[src/rtl/slbp_pkg.sv]
// Package for the status LED blink pattern generator.
// Holds the command and mode codes, the default sizes and the duration tables.
// No dependencies.
package slbp_pkg;

	localparam int PATTERN_LENGTH_DEF = 4;
	localparam int ELAPSED_WIDTH_DEF  = 32;
	localparam int DUR_W              = 13;  // longest duration is 6500 ticks
	localparam int CAPS_BIT           = 1;   // Caps Lock bit of the host LED byte

	typedef logic [DUR_W-1:0] dur_t;

	typedef enum logic [2:0] {
		CMD_TICK       = 3'd0,
		CMD_MOUNT      = 3'd1,
		CMD_UNMOUNT    = 3'd2,
		CMD_SUSPEND    = 3'd3,
		CMD_RESUME     = 3'd4,
		CMD_LED_REPORT = 3'd5
	} cmd_t;

	typedef enum logic [1:0] {
		MODE_NONE        = 2'd0,
		MODE_NOT_MOUNTED = 2'd1,
		MODE_MOUNTED     = 2'd2,
		MODE_SUSPENDED   = 2'd3
	} mode_t;

	// On/off durations in ticks, one four-entry table per blinking mode.
	function automatic dur_t blink_duration(input mode_t mode, input logic [1:0] idx);
		dur_t d;
		d = '0;
		unique case (mode)
			MODE_NONE: begin
				d = '0;
			end
			MODE_NOT_MOUNTED: begin
				d = idx[0] ? DUR_W'(500) : DUR_W'(40);
			end
			MODE_MOUNTED: begin
				d = idx[0] ? DUR_W'(6500) : DUR_W'(10);
			end
			MODE_SUSPENDED: begin
				unique case (idx)
					2'd0: d = DUR_W'(20);
					2'd1: d = DUR_W'(100);
					2'd2: d = DUR_W'(20);
					2'd3: d = DUR_W'(2000);
				endcase
			end
		endcase
		return d;
	endfunction

endpackage

[src/rtl/status_led_blink_pattern.sv]
// Status LED blink pattern generator, top level.
// An accepted item passes through the input register, then the result register.
// One item per cycle while the result side does not stall.
// Back-pressure on the result side stalls the input register and the pattern state.
// Reset (arst_n low, asynchronous): mode not mounted, phase 0, elapsed count 0,
// next LED level 0, both pipeline stages empty. Uses slbp_pkg.
module status_led_blink_pattern
	import slbp_pkg::*;
#(
	parameter int PATTERN_LENGTH = PATTERN_LENGTH_DEF,  // 2 .. 16
	parameter int ELAPSED_WIDTH  = ELAPSED_WIDTH_DEF    // 14 .. 32
) (
	input  logic       clk,
	input  logic       arst_n,

	input  logic       in_valid,
	output logic       in_ready,
	input  logic [2:0] command,
	input  logic       report_ok,
	input  logic [7:0] host_led_bits,

	output logic       out_valid,
	input  logic       out_ready,
	output logic       led_write,
	output logic       led_level,
	output logic       caps_write,
	output logic       caps_level
);

	// Phase counter width; a two-entry pattern still needs one bit.
	localparam int PHASE_W = (PATTERN_LENGTH > 2) ? $clog2(PATTERN_LENGTH) : 1;

	// ---------------------------------------------------------------
	// Input register (stage 1)
	// ---------------------------------------------------------------
	logic       valid_s1;
	logic [2:0] command_s1;
	logic       report_ok_s1;
	logic [7:0] host_led_bits_s1;

	// Result register
	logic       out_valid_q;
	logic       led_write_q;
	logic       led_level_q;
	logic       caps_write_q;
	logic       caps_level_q;

	// Pattern state
	mode_t                    mode_q;
	logic [PHASE_W-1:0]       phase_q;
	logic [ELAPSED_WIDTH-1:0] elapsed_q;
	logic                     next_level_q;

	// Stage 1 moves into the result register when that register is empty
	// or is being emptied this cycle; the state updates at the same edge.
	logic advance;
	assign advance  = valid_s1 && (!out_valid_q || out_ready);
	assign in_ready = !valid_s1 || advance;

	always_ff @(posedge clk or negedge arst_n) begin
		if (!arst_n) begin
			valid_s1 <= 1'b0;
		end else if (in_ready) begin
			valid_s1 <= in_valid;
		end
	end

	always_ff @(posedge clk) begin
		if (in_valid && in_ready) begin
			command_s1       <= command;
			report_ok_s1     <= report_ok;
			host_led_bits_s1 <= host_led_bits;
		end
	end

	// ---------------------------------------------------------------
	// Single-pass update logic
	// ---------------------------------------------------------------
	logic [PHASE_W:0]         phase_ext;
	logic [ELAPSED_WIDTH-1:0] elapsed_inc;
	logic [ELAPSED_WIDTH-1:0] dur_ext;
	dur_t                     dur;

	mode_t                    mode_d;
	logic [PHASE_W-1:0]       phase_d;
	logic [ELAPSED_WIDTH-1:0] elapsed_d;
	logic                     next_level_d;
	logic                     led_write_d;
	logic                     led_level_d;
	logic                     caps_write_d;
	logic                     caps_level_d;

	// Tables are read at phase mod 4.
	assign phase_ext   = {1'b0, phase_q};
	assign dur         = blink_duration(mode_q, phase_ext[1:0]);
	assign dur_ext     = ELAPSED_WIDTH'(dur);
	// Saturating increment of the elapsed count.
	assign elapsed_inc = (&elapsed_q) ? elapsed_q : elapsed_q + 1'b1;

	always_comb begin
		mode_d       = mode_q;
		phase_d      = phase_q;
		elapsed_d    = elapsed_q;
		next_level_d = next_level_q;
		led_write_d  = 1'b0;
		led_level_d  = 1'b0;
		caps_write_d = 1'b0;
		caps_level_d = 1'b0;
		unique case (command_s1)
			CMD_TICK: begin
				elapsed_d = elapsed_inc;
				if (mode_q != MODE_NONE && elapsed_inc >= dur_ext) begin
					elapsed_d    = elapsed_inc - dur_ext;
					phase_d      = (phase_q == PHASE_W'(PATTERN_LENGTH - 1)) ?
						'0 : phase_q + 1'b1;
					led_write_d  = 1'b1;
					led_level_d  = next_level_q;
					next_level_d = !next_level_q;
				end
			end
			CMD_MOUNT, CMD_RESUME: begin
				mode_d = MODE_MOUNTED;
			end
			CMD_UNMOUNT: begin
				mode_d = MODE_NOT_MOUNTED;
			end
			CMD_SUSPEND: begin
				mode_d = MODE_SUSPENDED;
			end
			CMD_LED_REPORT: begin
				// Caps Lock on freezes the pattern with both LEDs lit;
				// off darkens both and returns to the mounted pattern.
				if (report_ok_s1) begin
					led_write_d  = 1'b1;
					caps_write_d = 1'b1;
					if (host_led_bits_s1[CAPS_BIT]) begin
						mode_d       = MODE_NONE;
						led_level_d  = 1'b1;
						caps_level_d = 1'b1;
					end else begin
						mode_d = MODE_MOUNTED;
					end
				end
			end
			default: begin
				// unused codes: no change, no LED driven
			end
		endcase
	end

	// ---------------------------------------------------------------
	// State and result registers
	// ---------------------------------------------------------------
	always_ff @(posedge clk or negedge arst_n) begin
		if (!arst_n) begin
			mode_q       <= MODE_NOT_MOUNTED;
			phase_q      <= '0;
			elapsed_q    <= '0;
			next_level_q <= 1'b0;
		end else if (advance) begin
			mode_q       <= mode_d;
			phase_q      <= phase_d;
			elapsed_q    <= elapsed_d;
			next_level_q <= next_level_d;
		end
	end

	always_ff @(posedge clk or negedge arst_n) begin
		if (!arst_n) begin
			out_valid_q <= 1'b0;
		end else if (advance) begin
			out_valid_q <= 1'b1;
		end else if (out_ready) begin
			out_valid_q <= 1'b0;
		end
	end

	always_ff @(posedge clk) begin
		if (advance) begin
			led_write_q  <= led_write_d;
			led_level_q  <= led_level_d;
			caps_write_q <= caps_write_d;
			caps_level_q <= caps_level_d;
		end
	end

	assign out_valid  = out_valid_q;
	assign led_write  = led_write_q;
	assign led_level  = led_level_q;
	assign caps_write = caps_write_q;
	assign caps_level = caps_level_q;

endmodule

[config.mk]
export PLATFORM = sky130hd
export DESIGN_NAME = status_led_blink_pattern
export DESIGN_NICKNAME = d
export VERILOG_FILES = /design/src/rtl/slbp_pkg.sv /design/src/rtl/status_led_blink_pattern.sv
export SDC_FILE = /design/constraint.sdc
export NUM_CORES = 1
export LEC_CHECK = 0
export CORE_ASPECT_RATIO = 1.4
export CORE_UTILIZATION = 40
export DETAILED_ROUTE_END_ITERATION = 7
export DONT_BUFFER_PORTS = 1
export PLACE_DENSITY = 0.63
export SYNTH_ARGS = -nofsm -noshare
export SYNTH_HDL_FRONTEND = slang
export SYNTH_SLANG_ARGS = --single-unit
[constraint.sdc]
create_clock -name clk -period 6.6 [get_ports clk]
set_input_delay 1.32 -clock clk [delete_from_list [all_inputs] [get_ports clk]]
set_output_delay 1.32 -clock clk [all_outputs]
set_load 0.03 [all_outputs]
# Word-level counts from Yosys, hierarchy flattened
# Cells that the tools add are included.
[word_totals]
reg_bits = 49
out_inout_bits = 6
[classes]
add_sub_neg = 3
n_lt_le_gt_ge = 1
n_eq_ne = 12
muxes = 19
n_reduce_logical = 20
[op_table]
columns = ["operator", "count"]
rows = [
  ["$mux 32", 2],
  ["$pmux 13 s4", 1],
  ["$pmux 13 s3", 1],
  ["$add 32x1->32 const B", 1],
  ["$ge 32x13->1", 1],
  ["$reduce_and 32->1", 1],
  ["$sub 32x13->32", 1],
  ["$mux 13", 1],
  ["$mux 9", 1],
  ["$eq 2x2->1 const B", 4],
  ["$pmux 2 s4", 1],
  ["$mux 1", 7],
  ["$eq 3x2->1 const B", 2],
  ["$eq 3x3->1 const B", 2],
  ["$mux 2", 3],
  ["$reduce_and 3->1", 2],
  ["$eq 2x1->1 const B", 2],
  ["$logic_not 2->1", 2],
  ["$pmux 1 s2", 2],
  ["$reduce_bool 2->1", 2],
  ["$reduce_bool 4->1", 1],
  ["$reduce_or 2->1", 2],
  ["$eq 3x1->1 const B", 1],
  ["$logic_and 1x1->1", 3],
  ["other kinds (6)", 9],
]

# Depth between registers and ports, before layout
[logic_depth]
ltp_word = 8
mapped_depth = 22
ltp_nobuf = 18

# Worst setup path before layout
# Ideal clock, no wire load.
[synth_path]
path_type = "reg-to-reg"
start = "reg elapsed_q[9]"
end = "reg led_level_q, in the netlist led_level, data pin"
setup_ns = 0.256
arrival_time_ns = 4.479
required_time_ns = 6.344
path_slack_ns = 1.865
stages_incl_launch_ff = 21
n_path_buf = 5
period_less_slack_ns = 4.735
path_cell_list = "dfrtp_1 > nand3_1 > buf_2 > or4_4 > nor3_1 > clkbuf_1 > nor2_1 > and4_1 > xor2_1 > ha_1 > o21ai_0 > o2bb2ai_1 > nor2_1 > a221oi_2 > and2_0 > clkbuf_1 > and4b_1 > buf_6 > a21oi_4 > buf_6 > a31o_2"
[synth_via]
elab_chain_len = 6
elab_cells_between_ends = 7
cone_classes = "1 x add/sub; 1 x order compare; 3 x mux; 2 x reduce/logical"
[synth_lines]
columns = ["item", "line", "text"]
rows = [
  ["start, declared", "status_led_blink_pattern.sv:51", "logic [ELAPSED_WIDTH-1:0] elapsed_q;"],
  ["start signal, assigned", "status_led_blink_pattern.sv:163", "elapsed_q <= elapsed_d;"],
  ["$add 32x1->32 or $reduce_and 32->1 (tied branches)", "status_led_blink_pattern.sv:98", "assign elapsed_inc = (&elapsed_q) ? elapsed_q : elapsed_q + 1'b1;"],
  ["$mux 32 (*)", "status_led_blink_pattern.sv:98", ""],
  ["$ge 32x13->1 (*)", "status_led_blink_pattern.sv:112", "if (mode_q != MODE_NONE && elapsed_inc >= dur_ext) begin"],
  ["$logic_and 1x1->1 (*)", "status_led_blink_pattern.sv:112", ""],
  ["$mux 1 (*)", "status_led_blink_pattern.sv:112", ""],
  ["$pmux 1 s2 (*)", "status_led_blink_pattern.sv:109", "unique case (command_s1)"],
  ["named net led_level_d", "status_led_blink_pattern.sv:89", "logic led_level_d;"],
  ["end signal, assigned", "status_led_blink_pattern.sv:181", "led_level_q <= led_level_d;"],
  ["end, declared", "status_led_blink_pattern.sv:44", "logic led_level_q;"],
]
# The timed path passes the listed nets; every way through them passes the cells marked *.
# A chain may end at the register's enable or synchronous reset.

# Worst setup path in the final report
[layout_path]
start = "reg elapsed_q[9]"
end = "reg elapsed_q[27]"
[layout_via]
elab_chain_len = 5
elab_cells_between_ends = 7
cone_classes = "2 x add/sub; 1 x order compare; 2 x mux; 2 x reduce/logical"
[layout_lines]
columns = ["item", "line"]
rows = [
  ["$add 32x1->32 or $reduce_and 32->1 (tied branches)", "status_led_blink_pattern.sv:98"],
  ["$mux 32 (*)", "status_led_blink_pattern.sv:98"],
  ["$ge 32x13->1", "status_led_blink_pattern.sv:112"],
  ["$logic_and 1x1->1", "status_led_blink_pattern.sv:112"],
  ["$mux 32 (*)", "status_led_blink_pattern.sv:112"],
]
# Every way passes the cells marked *; elsewhere a longest branch is shown, timed or not.

==> impl_metrics.tcl <==
set metrics [dict create \
    status "finished clean" \
    mostFrequentLayoutCell "nand2_1" \
    startpoint_type "flip-flop" \
    final_cell_mix "nand2_1, dfrtp_1, nor2_1, nand3_1, xnor2_1" \
    drc_errors 0 \
    async_reset_ff_share_pct 81.3 \
    power_leakage_nw 1.83 \
    insertion_delay_ps 300 \
    slew_headroom_pct 32.3 \
    max_freq_mhz 180 \
    peakVddDrop_uv 146 \
    whs_ps 506 \
    dr_total_vias 4312 \
    synthMuxAreaShare_pct 5.06 \
    port-buffer-count 0 \
    nNetsFinal 571 \
    antenna_found_initial 0 \
    p_clk_share_pct 20.7 \
    setup_tns_ps 0 \
    die_w_um 93.1 \
    wirelength_mm 12.7 \
    worst_slew_pin_slew_ps 1010 \
    min_period_ps 5550 \
    p_comb_share_pct 51.7 \
    cts.sinks 48 \
    path_max_fanout 12 \
    fill_cells 1117 \
    grt_max_degree 40 \
    yosys_register_bits 48 \
    maxCapViolCount 0 \
    post_cts_resized 0 \
    cts_root_buf "clkbuf_16" \
    n_antenna_cell 0 \
    cts_setup_buffers 0 \
    synthFlopType "dfrtp_1" \
    p_sw_share_pct 43.3 \
    grt_usage_pct 21.8 \
    synth_top_area_share_pct 20.5 \
    worstSetupPathType "flip-flop to flip-flop" \
    min_period_over_period_pct 84.1 \
    synth_compound_area_share_pct 19.4 \
    yosys-top-cells-area "dfrtp_1, edfxtp_1, xnor2_1, ha_1, mux2i_1" \
    ant_nets 0 \
    grt_overflow 0 \
    gp_congestion 0.904 \
    fin_skew_ps 4.30 \
    slew_viol_final 0 \
    powerDensity_nw_per_um2 345 \
    synth_nets 592 \
    grt_first_pass_wirelength_mm 20.5 \
    cts_tree "done" \
    p_int_mw 0.959 \
    worstPathRequired_ps 6790 \
    crit_arrival_ps 5740 \
    dpl.hpwl_mm 9.53 \
    netlist_area_sq_um 4650 \
    drt_iter0_drc 243 \
    drt-wirelength-per-cell_um 18.6 \
    synthXorXnorAreaFrac_pct 7.73 \
    synthAdderAreaFrac_pct 4.74 \
    path_clk_slew_ps 70 \
    synth_top_family_by_area "simple AND/OR/NAND/NOR gates" \
    synth_edf_count 9 \
    crit_path_end_kind "flip-flop" \
    num_rows 46 \
    power_mw 1.69 \
    area_growth_pct 5.49 \
    synth.distinct_cells 74 \
    numCtsBuffers 5 \
    avgSynthCellArea_sq_um 8.32 \
    ios 22 \
    ys_seq_area_share_pct 26.8 \
    p_seq_share_pct 27.6 \
    viasPerCell 6.31 \
    yosysTopAreaCell "dfrtp_1" \
    yosys.area_share.simple_pct 31.3 \
    cts_hold_buf 0 \
    netSwitchingPower_mw 0.734 \
    initial_utilization_pct 41.0 \
    yosysWarnings 0 \
    cts_max_level 2 \
    dr.pass1.iters 5 \
    final-hold-violation-count 0 \
    synth_cells 559 \
    grt_pass1_vias 4217 \
    dieArea_sq_um 12100 \
    rsz0062_at_grt "false" \
    drive_gt1_share_pct 8.53 \
    cts_buffer_depth 2 \
    coreArea_sq_um 11300 \
    die_y_um 130 \
    min_path_type "flip-flop to flip-flop" \
    setup_viol 0 \
]
-- layout make-up --
| cell class | count | area (sq um) | area share [%] |
|---|---|---|---|
| clock buffer | 5 | 125 | 2.55 |
| multi-input combinational | 459 | 3170 | 64.6 |
| inverter | 18 | 67.6 | 1.38 |
| tap | 144 | 180 | 3.67 |
| sequential | 48 | 1250 | 25.4 |
| timing repair buffer | 6 | 45.0 | 0.919 |
| clock inverter | 3 | 68.8 | 1.40 |
-- synthesized netlist by cell type (all sizes together), types with 18 or more instances --
cell / instances
nand2: 51
clkbuf: 24
xnor2: 25
nor2: 35
a21oi: 23
nor3: 18
inv: 18
mux2i: 19
nand4: 23
dfrtp: 38
o21ai: 30
nand3: 29
-- critical path, stage by stage (launching register included) --
cell	delay (ps)
dfrtp_1	440
nand3_1	380
or4_4	690
nor3_1	300
nor2_1	180
nand3_1	220
nor2_1	80
xor2_1	160
ha_1	350
a21oi_1	180
nand2_1	70
a21o_1	200
a221oi_2	430
and2_0	380
and4b_1	470
buf_4	290
a211oi_4	130
a41o_1	260
a31o_2	230
-- worst paths after layout --
kind | from | end | slack [ps] | cells past startpoint
min in group asynchronous | arst_n | elapsed_q[25]$_DFFE_PN0P_ | 710 | 0
hold / removal | next_level_q$_DFFE_PN0P_ | next_level_q$_DFFE_PN0P_ | 510 | 1
max in group asynchronous | arst_n | mode_q[0]$_DFFE_PN1P_ | 5710 | 0
hold reg to reg | next_level_q$_DFFE_PN0P_ | next_level_q$_DFFE_PN0P_ | 510 | 1
setup reg to reg | elapsed_q[9]$_DFFE_PN0P_ | elapsed_q[27]$_DFFE_PN0P_ | 1050 | 18
setup / recovery | elapsed_q[9]$_DFFE_PN0P_ | elapsed_q[27]$_DFFE_PN0P_ | 1050 | 18
-- cells by family after synthesis --
| kind of cell | Yosys count |
|---|---|
| simple gates | 256 |
| compound gates | 122 |
| buf+inv | 52 |
| flops | 48 |
| xor+xnor | 41 |
| mux | 23 |
| fa+ha+maj | 17 |
-- sequential cells by signal, summed over array words and instances, names as in the netlist --
signal,flops
mode_q,2
host_led_bits_s1,1
caps_write,1
caps_level,1
next_level_q,1
out_valid,1
report_ok_s1,1
valid_s1,1
phase_q,2
led_write,1
elapsed_q,32
led_level,1
command_s1,3
-- power groups by stage --
stage	combinational [mW]	clock (mW)	sequential [mW]
floorplan	0.724	0	0.427
global placement	0.847	0	0.468
detailed placement	0.872	0	0.472
CTS	0.876	0.354	0.467
global route	0.985	0.365	0.478
finish	0.875	0.350	0.468
-- per-stage QoR --
stage / cells / setup WS (ps) / util, % / area (sq um)
2_1_floorplan: 559 / 1860 / - / 4650
3_5_place_dp: 675 / 1110 / 41.5 / 4710
3_3_place_gp: 675 / 1210 / 41.5 / 4710
4_1_cts: 683 / 1090 / 43.2 / 4900
6_report: 683 / 1050 / 43.2 / 4900
5_1_grt: 683 / 726 / 43.2 / 4900
-- routing by layer --
layer | global-route usage [%] | vias to the layer above | wire, um
met1 | 23.7 | 2093 | 5050
met4 | 14.2 | 0 | 646
met2 | 39.3 | 111 | 6550
met5 | 0 | - | 0
li1 | - | 2066 | -
met3 | 3.11 | 42 | 464
Note: power is estimated with default switching activity, not from simulation.
